--- src/hdl/spfp_pkg.sv ---
package spfp_pkg;

    // Header text "IMPROV" and frame layout
    localparam int unsigned HDR_LEN    = 6;
    localparam int unsigned OFS_VER    = 6;
    localparam int unsigned OFS_TYPE   = 7;
    localparam int unsigned OFS_LEN    = 8;
    localparam int unsigned OFS_CMD    = 9;
    localparam int unsigned OFS_NAME   = 11;
    localparam int unsigned FRAME_OVHD = 10;

    localparam logic [7:0] HDR_I = 8'h49;

    localparam logic [7:0] VERSION_ONE  = 8'h01;
    localparam logic [7:0] TYPE_RPC     = 8'h03;
    localparam logic [7:0] CMD_WIFI     = 8'h01;
    localparam logic [7:0] CMD_STATE    = 8'h02;
    localparam logic [7:0] CMD_INFO     = 8'h03;
    localparam logic [7:0] CMD_NETWORKS = 8'h04;
    localparam logic [7:0] MIN_RPC_LEN  = 8'd2;
    localparam logic [8:0] WIFI_OVHD    = 9'd4;

    // accept_code values
    localparam logic [1:0] ACC_OUTSIDE  = 2'd0;
    localparam logic [1:0] ACC_IN_FRAME = 2'd1;
    localparam logic [1:0] ACC_HEADER   = 2'd2;

    // verdict values
    localparam logic [2:0] VER_ACCEPTED  = 3'd0;
    localparam logic [2:0] VER_BAD_CSUM  = 3'd1;
    localparam logic [2:0] VER_SHORT_RPC = 3'd2;
    localparam logic [2:0] VER_MALFORMED = 3'd3;
    localparam logic [2:0] VER_UNKNOWN   = 3'd4;
    localparam logic [2:0] VER_NON_CMD   = 3'd5;

    typedef struct packed {
        logic [1:0] accept_code;
        logic       frame_dropped;
        logic       payload_valid;
        logic [7:0] payload_index;
        logic [7:0] payload_byte;
        logic       frame_done;
        logic [7:0] frame_type;
        logic [7:0] payload_length;
        logic [7:0] rpc_command;
        logic [2:0] verdict;
    } t_result;

    function automatic logic [7:0] hdr_char(input logic [2:0] idx);
        logic [7:0] c;
        unique case (idx)
            3'd0:    c = 8'h49;
            3'd1:    c = 8'h4D;
            3'd2:    c = 8'h50;
            3'd3:    c = 8'h52;
            3'd4:    c = 8'h4F;
            3'd5:    c = 8'h56;
            default: c = 8'h00;
        endcase
        return c;
    endfunction

endpackage

--- src/hdl/serial_provisioning_frame_parser.sv ---
// Serial provisioning frame parser.
// Input channel (i_valid / o_ready) carries one received serial byte per
// request in i_rx_byte. Output channel (o_valid / i_ready) returns exactly
// one result per input request: header progress, drop flag, payload byte
// with its index, and on the checksum byte the frame summary and verdict.
// Frame: "IMPROV", version (must be 1), type, length, payload, checksum.
// Results are registered; a result is presented the cycle after its byte
// is accepted unless earlier results still wait. One byte per cycle while
// o_ready is high; parsing is combinational from state to result register.
// A two-entry output stage (result register plus skid register) lets the
// parser take one more byte while a result waits; o_ready drops only when
// both entries are full, so a stalled receiver holds the input side after
// one extra byte and no result is lost or repeated.
// Reset (synchronous, active low) clears the byte position, running sum,
// captured fields and both output entries; header matching restarts.
// A frame longer than BUFFER_BYTES bytes is dropped on the byte that
// reaches the limit.
module serial_provisioning_frame_parser #(
    parameter int unsigned BUFFER_BYTES = 256
) (
    input  logic       i_clk,
    input  logic       i_rst_n,
    input  logic       i_valid,
    output logic       o_ready,
    input  logic [7:0] i_rx_byte,
    output logic       o_valid,
    input  logic       i_ready,
    output logic [1:0] o_accept_code,
    output logic       o_frame_dropped,
    output logic       o_payload_valid,
    output logic [7:0] o_payload_index,
    output logic [7:0] o_payload_byte,
    output logic       o_frame_done,
    output logic [7:0] o_frame_type,
    output logic [7:0] o_payload_length,
    output logic [7:0] o_rpc_command,
    output logic [2:0] o_verdict
);

    // Position holds values up to BUFFER_BYTES - 1; one extra bit lets the
    // incremented value reach BUFFER_BYTES for the overflow compare.
    localparam int unsigned POS_W = $clog2(BUFFER_BYTES) + 1;
    localparam int unsigned CMP_W = ((POS_W > 9) ? POS_W : 9) + 1;

    // Frame state
    logic [POS_W-1:0] r_pos, n_pos;
    logic [7:0]       r_sum, n_sum;
    logic [7:0]       r_type, n_type;
    logic [7:0]       r_len, n_len;
    logic [7:0]       r_cmd, n_cmd;
    logic [7:0]       r_name, n_name;

    // Output stage
    spfp_pkg::t_result r_out, r_skid, res;
    logic              r_out_valid, r_skid_valid;

    logic             in_fire, out_fire;
    logic [POS_W-1:0] pos_inc;
    logic [CMP_W-1:0] pos_inc_x, at_x, total_x;
    logic             done, over;

    assign in_fire  = i_valid && o_ready;
    assign out_fire = r_out_valid && i_ready;
    assign o_ready  = !r_skid_valid;

    assign pos_inc   = r_pos + POS_W'(1);
    assign pos_inc_x = CMP_W'(pos_inc);
    assign at_x      = CMP_W'(r_pos);

    // Parse one byte against the current frame state
    always_comb begin
        res     = '0;
        n_pos   = r_pos;
        n_sum   = r_sum;
        n_type  = r_type;
        n_len   = r_len;
        n_cmd   = r_cmd;
        n_name  = r_name;
        total_x = '0;
        done    = 1'b0;
        over    = 1'b0;

        if (r_pos < POS_W'(spfp_pkg::HDR_LEN)) begin
            // Header match; a stray 'I' restarts at the second character
            if (i_rx_byte == spfp_pkg::hdr_char(r_pos[2:0])) begin
                n_sum = r_sum + i_rx_byte;
                n_pos = pos_inc;
                res.accept_code = (pos_inc == POS_W'(spfp_pkg::HDR_LEN)) ?
                    spfp_pkg::ACC_HEADER : spfp_pkg::ACC_OUTSIDE;
            end else if (i_rx_byte == spfp_pkg::HDR_I) begin
                n_sum = i_rx_byte;
                n_pos = POS_W'(1);
            end else begin
                n_sum = '0;
                n_pos = '0;
            end
        end else begin
            res.accept_code = spfp_pkg::ACC_IN_FRAME;
            if (r_pos == POS_W'(spfp_pkg::OFS_TYPE)) n_type = i_rx_byte;
            if (r_pos == POS_W'(spfp_pkg::OFS_LEN))  n_len  = i_rx_byte;
            if (r_pos == POS_W'(spfp_pkg::OFS_CMD))  n_cmd  = i_rx_byte;
            if (r_pos == POS_W'(spfp_pkg::OFS_NAME)) n_name = i_rx_byte;
            n_pos = pos_inc;

            if (r_pos == POS_W'(spfp_pkg::OFS_VER) && i_rx_byte != spfp_pkg::VERSION_ONE) begin
                // Drop on bad version
                res.frame_dropped = 1'b1;
                n_pos = '0;
                n_sum = '0;
            end else begin
                total_x = CMP_W'(spfp_pkg::FRAME_OVHD) + CMP_W'(n_len);
                if (at_x >= CMP_W'(spfp_pkg::OFS_CMD) &&
                    at_x < CMP_W'(spfp_pkg::OFS_CMD) + CMP_W'(n_len)) begin
                    res.payload_valid = 1'b1;
                    res.payload_index = 8'(r_pos - POS_W'(spfp_pkg::OFS_CMD));
                    res.payload_byte  = i_rx_byte;
                end
                done = (pos_inc_x >= CMP_W'(spfp_pkg::FRAME_OVHD)) &&
                       (pos_inc_x >= total_x);
                if (done) begin
                    res.frame_done     = 1'b1;
                    res.frame_type     = n_type;
                    res.payload_length = n_len;
                    res.rpc_command    = n_cmd;
                    priority if (r_sum != i_rx_byte) begin
                        res.verdict = spfp_pkg::VER_BAD_CSUM;
                    end else if (n_type != spfp_pkg::TYPE_RPC) begin
                        res.verdict = spfp_pkg::VER_NON_CMD;
                    end else if (n_len < spfp_pkg::MIN_RPC_LEN) begin
                        res.verdict = spfp_pkg::VER_SHORT_RPC;
                    end else if (n_cmd == spfp_pkg::CMD_WIFI) begin
                        res.verdict = (spfp_pkg::WIFI_OVHD + 9'(n_name) > 9'(n_len)) ?
                            spfp_pkg::VER_MALFORMED : spfp_pkg::VER_ACCEPTED;
                    end else if (n_cmd == spfp_pkg::CMD_STATE ||
                                 n_cmd == spfp_pkg::CMD_INFO ||
                                 n_cmd == spfp_pkg::CMD_NETWORKS) begin
                        res.verdict = spfp_pkg::VER_ACCEPTED;
                    end else begin
                        res.verdict = spfp_pkg::VER_UNKNOWN;
                    end
                    n_pos = '0;
                    n_sum = '0;
                end else begin
                    n_sum = r_sum + i_rx_byte;
                    // Drop when the frame fills the buffer
                    over = pos_inc_x >= CMP_W'(BUFFER_BYTES);
                    if (over) begin
                        res.frame_dropped = 1'b1;
                        n_pos = '0;
                        n_sum = '0;
                    end
                end
            end
        end
    end

    // Frame state advances on every accepted byte
    always_ff @(posedge i_clk) begin
        if (!i_rst_n) begin
            r_pos  <= '0;
            r_sum  <= '0;
            r_type <= '0;
            r_len  <= '0;
            r_cmd  <= '0;
            r_name <= '0;
        end else if (in_fire) begin
            r_pos  <= n_pos;
            r_sum  <= n_sum;
            r_type <= n_type;
            r_len  <= n_len;
            r_cmd  <= n_cmd;
            r_name <= n_name;
        end
    end

    // Output stage control: result register first, skid behind it
    always_ff @(posedge i_clk) begin
        if (!i_rst_n) begin
            r_out_valid  <= 1'b0;
            r_skid_valid <= 1'b0;
        end else begin
            if (out_fire) begin
                if (r_skid_valid) begin
                    r_skid_valid <= 1'b0;
                end else begin
                    r_out_valid <= in_fire;
                end
            end else if (!r_out_valid) begin
                r_out_valid <= in_fire;
            end else if (in_fire) begin
                r_skid_valid <= 1'b1;
            end
        end
    end

    // Output stage payload
    always_ff @(posedge i_clk) begin
        if (out_fire) begin
            r_out <= r_skid_valid ? r_skid : res;
        end else if (!r_out_valid) begin
            r_out <= res;
        end else if (in_fire) begin
            r_skid <= res;
        end
    end

    assign o_valid          = r_out_valid;
    assign o_accept_code    = r_out.accept_code;
    assign o_frame_dropped  = r_out.frame_dropped;
    assign o_payload_valid  = r_out.payload_valid;
    assign o_payload_index  = r_out.payload_index;
    assign o_payload_byte   = r_out.payload_byte;
    assign o_frame_done     = r_out.frame_done;
    assign o_frame_type     = r_out.frame_type;
    assign o_payload_length = r_out.payload_length;
    assign o_rpc_command    = r_out.rpc_command;
    assign o_verdict        = r_out.verdict;

`ifndef ASSERT_OFF
    a_pos_in_buffer: assert property (@(posedge i_clk) disable iff (!i_rst_n)
        r_pos < POS_W'(BUFFER_BYTES))
        else $error("byte position beyond buffer");

    a_skid_behind_out: assert property (@(posedge i_clk) disable iff (!i_rst_n)
        r_skid_valid |-> r_out_valid)
        else $error("skid entry held without result entry");

    a_done_not_dropped: assert property (@(posedge i_clk) disable iff (!i_rst_n)
        o_valid |-> !(o_frame_done && o_frame_dropped))
        else $error("frame both completed and dropped");

    a_payload_in_frame: assert property (@(posedge i_clk) disable iff (!i_rst_n)
        (o_valid && (o_payload_valid || o_frame_done)) |->
            (o_accept_code == spfp_pkg::ACC_IN_FRAME))
        else $error("payload or completion outside a frame");

    a_restart_after_done: assert property (@(posedge i_clk) disable iff (!i_rst_n)
        (in_fire && done) |=> (r_pos == '0 && r_sum == '0))
        else $error("parser did not restart after frame end");
`endif

endmodule

--- config.mk ---
export PLATFORM = sky130hd
export DESIGN_NAME = serial_provisioning_frame_parser
export DESIGN_NICKNAME = d
export VERILOG_FILES = /design/src/hdl/spfp_pkg.sv /design/src/hdl/serial_provisioning_frame_parser.sv
export SDC_FILE = /design/constraint.sdc
export NUM_CORES = 1
export LEC_CHECK = 0
export BUFFER_PORTS_ARGS = -buffer_cell sky130_fd_sc_hd__buf_4
export CAP_MARGIN = 20
export CORE_MARGIN = 2
export CORE_UTILIZATION = 60
export DETAILED_ROUTE_END_ITERATION = 16
export PLACE_DENSITY_LB_ADDON = 0.3
export SLEW_MARGIN = 30
export SYNTH_ARGS = -nofsm -noshare
export SYNTH_HDL_FRONTEND = slang
export SYNTH_SLANG_ARGS = --single-unit
--- constraint.sdc ---
create_clock -name i_clk -period 8.1 [get_ports i_clk]
set_clock_uncertainty 0.1 [all_clocks]
set_input_delay 0.405 -clock i_clk [delete_from_list [all_inputs] [get_ports i_clk]]
set_output_delay 0.405 -clock i_clk [all_outputs]
set_load 0.1 [all_outputs]
# Word level (Yosys, flattened, before mapping)
# Cells that the tools add are included.
[totals] reg_bits=147 in_bits=12 out_inout_bits=50 wordCells=124
[op_classes] add_sub_neg=6 n_lt_le_gt_ge=8 n_eq_ne=22 muxes=44 n_bitwise=3 reduce_logical=13
[ops] op="$mux 48" n=3
[ops] op="$mux 8" n=15
[ops] op="$mux 46" n=1
[ops] op="$mux 45" n=1
[ops] op="$mux 9" n=5
[ops] op="$pmux 7 s6" n=1
[ops] op="$mux 28" n=1
[ops] op="$eq 9x3->1 const B" n=3
[ops] op="$eq 9x4->1 const B" n=3
[ops] op="$add 4x8->9 const A" n=2
[ops] op="$ge 9x4->1 const B" n=2
[ops] op="$mux 17" n=1
[ops] op="$eq 8x2->1 const B" n=2
[ops] op="$mux 3" n=5
[ops] op="$add 3x8->9 const A" n=1
[ops] op="$add 9x1->9 const B" n=1
[ops] op="$ge 9x9->1" n=1
[ops] op="$ge 9x9->1 const B" n=1
[ops] op="$gt 9x8->1" n=1
[ops] op="$lt 9x3->1 const B" n=1
[ops] op="$lt 9x9->1" n=1
[ops] op="$add 8x8->8" n=1
[ops] op="$eq 8x1->1 const B" n=1
[ops] op="$eq 8x3->1 const B" n=1
[ops] op="other kinds (22)" n=41

# Logic depth before layout (Yosys ltp)
# Gate-level depths: netlist of the first run.
[logic_depth] depth_word=16 mapped_depth=20 mapped_depth_nobuf=18

# Worst setup path after synthesis of the first run
# Ideal clock, no wire load.
[synth_timing] path_kind="register to register" from="register r_out_valid (netlist: o_valid)" to="register r_skid[0] (netlist bit) (enable)" setup_time_ns=0.453 arrival_ns=4.590 required_time_ns=7.547 slack_ns=2.956 path_stages_with_launch=3 path_buffers=0 synth_period_minus_slack_ns=5.144 cell_sequence="dfxtp_1 > nand2b_1 > nor2_1"
[synth_via] elab_chain_cells=3
[synth_rtl] item="from (decl)" line_no="serial_provisioning_frame_parser.sv:55" source="logic r_out_valid, r_skid_valid;"
[synth_rtl] item="from (signal assigned)" line_no="serial_provisioning_frame_parser.sv:186" source="r_out_valid <= in_fire;"
[synth_rtl] item="from (signal assigned)" line_no="serial_provisioning_frame_parser.sv:189" source="r_out_valid <= in_fire;"
[synth_rtl] item="$logic_and 1x1->1" line_no="serial_provisioning_frame_parser.sv:63" source="assign out_fire = r_out_valid && i_ready;"
[synth_rtl] item="$not 1->1 (no line)"
[synth_rtl] item="$reduce_and 3->1 (no line) *"
[synth_rtl] item="to (signal assigned)" line_no="serial_provisioning_frame_parser.sv:203" source="r_skid <= res;"
[synth_rtl] item="to (decl)" line_no="serial_provisioning_frame_parser.sv:54" source="spfp_pkg::t_result r_out, r_skid, res;"
# Mark *: on every way between the ends. The rest lies on a longest branch, timed or not.
# A chain may end at the register's enable or synchronous reset.

# Worst setup path in the final report of the first run
[layout_timing] from="register r_pos[0]" to="register r_out (netlist bit o_payload_length[6]) (data pin)"
[layout_via] elab_chain_cells=11 word_cells_on_any_way=17 cone_classes="add/sub: 2; order compare: 3; eq/ne: 2; mux: 8; reduce/logical: 2"
[layout_rtl] item="from (decl)" line_no="serial_provisioning_frame_parser.sv:46" source="logic [POS_W-1:0] r_pos, n_pos;"
[layout_rtl] item="from (signal assigned)" line_no="serial_provisioning_frame_parser.sv:167" source="r_pos <= n_pos;"
[layout_rtl] item="$eq 9x4->1" line_no="serial_provisioning_frame_parser.sv:100" source="if (r_pos == POS_W'(spfp_pkg::OFS_LEN)) n_len = i_rx_byte;"
[layout_rtl] item="$mux 8" line_no="serial_provisioning_frame_parser.sv:100"
[layout_rtl] item="$mux 8" line_no="serial_provisioning_frame_parser.sv:83" source="if (r_pos < POS_W'(spfp_pkg::HDR_LEN)) begin"
[layout_rtl] item="$add 4x8->9" line_no="serial_provisioning_frame_parser.sv:111" source="total_x = CMP_W'(spfp_pkg::FRAME_OVHD) + CMP_W'(n_len);"
[layout_rtl] item="$ge 9x9->1" line_no="serial_provisioning_frame_parser.sv:119" source="(pos_inc_x >= total_x);"
[layout_rtl] item="$logic_and 1x1->1" line_no="serial_provisioning_frame_parser.sv:118" source="done = (pos_inc_x >= CMP_W'(spfp_pkg::FRAME_OVHD)) &&"
[layout_rtl] item="$mux 28" line_no="serial_provisioning_frame_parser.sv:120" source="if (done) begin"
[layout_rtl] item="$mux 45" line_no="serial_provisioning_frame_parser.sv:105" source="if (r_pos == POS_W'(spfp_pkg::OFS_VER) && i_rx_byte != spfp_pkg::VERSION_ONE) begin"
[layout_rtl] item="$mux 46 *" line_no="serial_provisioning_frame_parser.sv:83"
[layout_rtl] item="$mux 48, on equally long branches" line_no="serial_provisioning_frame_parser.sv:200, serial_provisioning_frame_parser.sv:199"
[layout_rtl] item="$mux 48 *" line_no="serial_provisioning_frame_parser.sv:198" source="if (out_fire) begin"
[layout_rtl] item="to (signal assigned)" line_no="serial_provisioning_frame_parser.sv:199" source="r_out <= r_skid_valid ? r_skid : res;"
[layout_rtl] item="to (signal assigned)" line_no="serial_provisioning_frame_parser.sv:201" source="r_out <= res;"
[layout_rtl] item="to (decl)" line_no="serial_provisioning_frame_parser.sv:54"
# Mark *: on every way between the ends. The rest lies on a longest branch, timed or not. The select of a mux whose other input is x is not followed.

==> flow_summary.yaml, run 1 <==
run_status:
  outcome: "completed"
logic_synthesis:
  synth-async-reset-ratio: 0
  syn_area_um2: 8220
  syn-num-nets: 885
  synth_top_family_by_area: "simple AND/OR/NAND/NOR gates"
  syn_inst: 832
  synth_compound_area_frac: 0.133
  yosysWarnings: 0
  synthAdderAreaFrac: 0.0645
  yosysSeqAreaShare: 0.475
  avgSynthCellArea_um2: 9.88
  synth_edf_count: 96
  ys_seq_elements: 147
  synth-simple-area-share: 0.182
  synth_flop_cell: "edfxtp_1"
  muxShareOfSynthArea: 0.0537
  synth_xor_area_frac: 0.0479
  synth_cell_types: 74
global_route:
  antenna_found_initial: 0
  grt_pass1_wl_um: 31300
  grt-ovfl-total: 0
  grt_max_degree: 82
  grt_usage: 0.276
  grt_pass1_vias: 6245
timing:
  fin_tns_setup_ps: 0
  period_minus_slack_ps: 5920
  setup_viol: 0
  rsz0062_at_grt: "no"
  whs_ps: 108
  hold_violations: 0
  relSlewSlack: 0.387
  fmax_ghz: 0.169
  worst_pin_slew_ps: 917
  maxSlewViolCount: 0
  fin_crit_sh: 0.731
layout:
  final_layout_size_suffix_gt1_frac: 0.150
  layoutNonFillerInstCount: 1052
  final_net_count: 916
  diodes: 0
  final_cell_mix: "100 x nand2_1, 99 x nor2_1, 96 x edfxtp_1, 68 x buf_4, 51 x dfxtp_1"
  final_common_cell: "nand2_1"
  syn_to_final_growth_pct: 13.2
power_and_ir_drop:
  powerDensity_nw_per_um2: 193
  p_leak_nw: 3.75
  comb_power_share: 0.108
  power_frac_seq: 0.460
  p_sw_mw: 0.472
  p_int_mw: 1.32
  pwr-share-clk: 0.433
  ir_drop_mv: 0.152
  sw_frac_of_total: 0.263
worst_setup_path:
  worst-setup-path-type: "flop to flop"
  cp-end-kind: "flop"
  worst_ep_required_time_ps: 8240
  crit_top_cell: "ha_1"
  reg2regPathDepth: 17
  worst_ep_arrival_time_ps: 6060
  crit_fanout: 32
  path_cells: "inv_1 > ha_1 > nor4b_1 > nand2_1 > mux2i_2 > inv_1 > ha_1 > nor2_1 > nor2_1 > xor2_1 > ha_1 > nand4_1 > o311ai_0 > a31o_2 > nand3b_1 > buf_4 > o31ai_1"
  start_kind: "flop"
  crit_path_max_incr_delay_ps: 640
  cpMaxStageDelayCell: "nand3b_1"
clock_network:
  clockBufferDepth: 2
  cts-hold-fix-buffers: 0
  htree_levels: 4
  clock-sinks: 147
  clkTransAtPathRegs_ps: 60
  cts_buffers: 17
  post_cts_buffers: 0
  cts_tree: "built"
  cts-root-buf: "clkbuf_16"
  insertion_delay_ps: 430
  cts_resized: 0
detailed_routing:
  drtAntennaViolNets: 0
  route.met2.wl_um: 9450
  routed_wl_um: 19300
  dr_total_vias: 6500
  drt_iter0_markers: 636
  routed_via_density: 6.18
  drc: 0
  wl_per_cell_um: 18.4
  top_layer: "met4"
  wl_met1_um: 8050
  route.met3.wl_um: 1400
  dr.pass1.iters: 7
floorplanning:
  die_area_um2: 14700
  pin_count: 62
  row_count: 42
  initial_core_util: 0.618
  coreArea_um2: 13300
  die_w_um: 121
  fp.dieH_um: 121
placed_design:
  routabilityCongestion: 0.911
  io_buffers: 61
  hpwl_um: 13100
  numPlacedInstances: 1020
job:
  cap_viol_max_count: 0
hold_path:
  hold_path_depth: 2
  hold_path.class: "input port to flop"
-- power groups by stage --
stage	clock, mW	combinational (mW)	sequential, mW
after floorplan	0	0.0476	0.940
after global placement	0	0.190	0.840
after detailed placement	0	0.193	0.841
after CTS	0.782	0.194	0.825
after global routing	0.813	0.202	0.827
final	0.777	0.193	0.825
-- through the flow --
| stage | instance area [um2] | setup slack (ps) | util | total power [mW] |
|---|---|---|---|---|
| 5_1_grt | 9310 | 1650 | 0.700 | 1.84 |
| 3_5_place_dp | 8710 | 2270 | 0.655 | 1.03 |
| 3_3_place_gp | 8700 | 2520 | 0.655 | 1.03 |
| 4_1_cts | 9300 | 2240 | 0.699 | 1.80 |
| 2_1_floorplan | 8220 | 2960 | - | 0.987 |
| 6_report | 9310 | 2180 | 0.700 | 1.79 |
-- Yosys cell counts (20+ instances only) --
cell	count	area share
ha_1	40	0.061
nand2_1	100	0.046
o31ai_1	33	0.030
a21oi_1	36	0.022
xnor2_1	25	0.027
nand3_1	26	0.016
inv_1	21	0.0096
nor2_1	101	0.046
dfxtp_1	51	0.12
clkbuf_1	42	0.019
o21ai_0	23	0.014
mux2i_1	38	0.046
edfxtp_1	96	0.35
xor2_1	20	0.021
-- worst paths after layout --
path	startpoint	end	slack [ps]
worst max-delay path	r_pos[0]	o_payload_length[6]	2180
worst max register to register	r_pos[0]	o_payload_length[6]	2180
worst min register to register	r_sum[5]	r_sum[5]	370
worst min-delay path	i_ready	r_skid_valid	110
-- cell families after synthesis --
logic type / count (synthesis)
flip-flops: 147
buffers and inverters: 79
multiplexers: 43
AND/OR/NAND/NOR: 317
AO/OA/AOI/OAI: 159
adder cells (fa/ha/maj): 42
XOR/XNOR: 45
-- sequential cells by signal, indices dropped and copies added (netlist names), 2 cells and up --
name	flops
o_frame_type	8
r_skid	48
r_len	8
o_accept_code	2
o_verdict	3
r_name	8
o_payload_length	8
r_type	8
o_payload_byte	8
o_rpc_command	8
o_payload_index	8
r_cmd	8
r_sum	8
r_pos	9
-- layout make-up --
cell class,count,area (um2)
fill,949,3990
clock buffer,20,457
clock inverter,12,129
timing repair buffer,68,510
multi-input combinational,606,4000
tap,176,220
inverter,23,86.3
sequential,147,3900
-- per-layer routing --
metal  up-vias  global-route usage
met5         -                   0
met3        41              0.0634
met2       251               0.455
met1      3125               0.352
met4         0               0.109
li1       3083                   -
-- critical path, delay by kind of cell, from the launching register on --
family                     cells  cell delay (ps)
AOI/OAI and AO/OA              3              940
xor gates and xnor gates       1              170
adders and majority gates      3              810
buffers and inverters          3              880
DFF                            1              420
muxes                          1              440
and+or+nand+nor                6             1950
Power figures use the tool's default switching activity.
==> inputs of run 2 (changes only) <==
- clock period: 8.1 -> 5.9 ns (I/O delays scaled with it)
==> flow_summary.yaml, run 2 (synthesis results as in run 1) <==
layout:
  fin_util: 0.707
  reg_top3: "r_skid x48, r_pos x9"
  final_layout_size_suffix_gt1_frac: 0.159
  final_cell_mix: "100 x nor2_1, 100 x nand2_1, 96 x edfxtp_1, 79 x buf_4, 51 x dfxtp_1"
  final_net_count: 928
  diodes: 0
  largest_reg_flops: 48
  fillerInstances: 990
  regMostFlops: "r_skid"
  syn_to_final_growth_pct: 14.4
floorplanning:
  die_w_um: 121
  coreArea_um2: 13300
  die_area_um2: 14700
  fp.dieH_um: 121
  row_count: 42
  initial_core_util: 0.618
  pin_count: 62
timing:
  whs_ps: 77.8
  fin_crit_sh: 0.871
  setup_viol: 0
  worst_pin_slew_ps: 933
  maxSlewViolCount: 0
  hold_violations: 0
  period_minus_slack_ps: 5140
  rsz0062_at_grt: "no"
  fmax_ghz: 0.195
  relSlewSlack: 0.360
  fin_tns_setup_ps: 0
detailed_routing:
  drc: 0
  wl_per_cell_um: 18.8
  routed_wl_um: 20000
  drtAntennaViolNets: 0
  drt_iter0_markers: 662
  dr.pass1.iters: 5
  routed_via_density: 6.18
  dr_total_vias: 6571
power_and_ir_drop:
  power.total_mw: 2.45
  p_leak_nw: 3.81
  ir_drop_mv: 0.192
  powerDensity_nw_per_um2: 260
placed_design:
  routabilityCongestion: 0.967
  hpwl_um: 13500
  io_buffers: 61
worst_setup_path:
  r2r_slack_ps: 760
  worst_ep_required_time_ps: 6150
  cp-end-kind: "flop"
  start_kind: "flop"
  reg2regPathDepth: 19
  worst-setup-path-type: "flop to flop"
  startpoint: "r_pos[0]"
  crit_end: "r_sum[1]"
  crit_fanout: 10
  r2r_end: "r_sum[1]"
  reg2reg_from: "r_pos[0]"
  worst_ep_arrival_time_ps: 5390
clock_network:
  cts_tree: "built"
  insertion_delay_ps: 430
  cts_buffers: 17
  clock-sinks: 147
  cts-root-buf: "clkbuf_16"
  htree_levels: 4
  post_cts_buffers: 0
  clockBufferDepth: 2
  clkTransAtPathRegs_ps: 60
run_status:
  outcome: "completed"
job:
  cap_viol_max_count: 0
global_route:
  grt_max_degree: 65
  grt_usage: 0.286
  grt_pass1_wl_um: 32300
  grt_pass1_vias: 6351
  grt-ovfl-total: 0
  antenna_found_initial: 0
hold_path:
  hold_path.class: "input port to flop"
==> run 2: changes by cell type in the layout (fill, tap and decap cells not counted), moves of 2 or more <==
| cell | before | now |
|---|---|---|
| nor4b_2 | 0 | 2 |
| nor4b_1 | 2 | 0 |
| clkinv_1 | 0 | 2 |
| clkinv_2 | 4 | 1 |
| clkinv_4 | 0 | 3 |
| inv_6 | 3 | 0 |
| clkbuf_8 | 2 | 4 |
| buf_4 | 68 | 79 |
==> run 2: where the power goes <==
group / switching [mW] / total [mW] / internal, mW
Combinational: 0.214 / 0.266 / 0.0520
Sequential: 0.0113 / 1.13 / 1.12
Clock: 0.424 / 1.05 / 0.625
Total: 0.649 / 2.45 / 1.80
==> run 2: through the flow <==
step	std cells	cell area (um2)	setup slack, ps
4_1_cts	1064	9380	596
2_1_floorplan	832	8220	756
3_5_place_dp	1031	8790	619
6_report	1064	9400	762
3_3_place_gp	1031	8790	850
5_1_grt	1064	9400	310
==> run 2: worst min path at each step <==
stage	start	end	slack, ps	depth (start not counted)
after global placement	r_sum[2]	r_sum[2]	350	2
after floorplan	i_ready	r_skid_valid	290	1
final	i_rst_n	r_sum[0]	80	3
after global routing	i_rst_n	r_sum[6]	90	3
after detailed placement	r_sum[2]	r_sum[2]	360	2
after CTS	i_rst_n	r_sum[6]	60	3
==> run 2: what timing repair did <==
item / CTS / global route
hold buffers: 1 / 0
hold endpoints to repair: 1 / 0
resized for setup: 0 / 1
endpoints found under the setup margin: 0 / 2
==> run 2: per-layer routing <==
| metal | share of wire | global-route usage | vias up |
|---|---|---|---|
| li1 | - | - | 3111 |
| met1 | 0.42 | 0.376 | 3121 |
| met2 | 0.48 | 0.454 | 289 |
| met3 | 0.076 | 0.0691 | 50 |
| met4 | 0.027 | 0.121 | 0 |
| met5 | 0 | 0 | - |
==> run 2: final cells by class <==
| type | instances | area (um2) | area share |
|---|---|---|---|
| tap | 176 | 220 | 0.0234 |
| multi-input combinational | 606 | 4010 | 0.426 |
| sequential | 147 | 3900 | 0.415 |
| inverter | 23 | 86.3 | 0.00918 |
| clock inverter | 11 | 103 | 0.0109 |
| timing repair buffer | 80 | 603 | 0.0641 |
| clock buffer | 21 | 480 | 0.0511 |
==> run 2: worst max-delay path, cell delays in order, from the launching register on <==
cell and delay, ps:
dfxtp_1 560, inv_1 210, ha_1 280, nor4b_2 190
nand2_1 360, mux2i_2 440, inv_1 180, ha_1 290
nor2_1 160, nor2_1 70, xor2_1 140, ha_1 230
a211o_1 230, o211ai_1 90, o311ai_0 170, a31o_2 310
a211oi_2 520, buf_4 260, nand3_1 90, a21oi_1 180
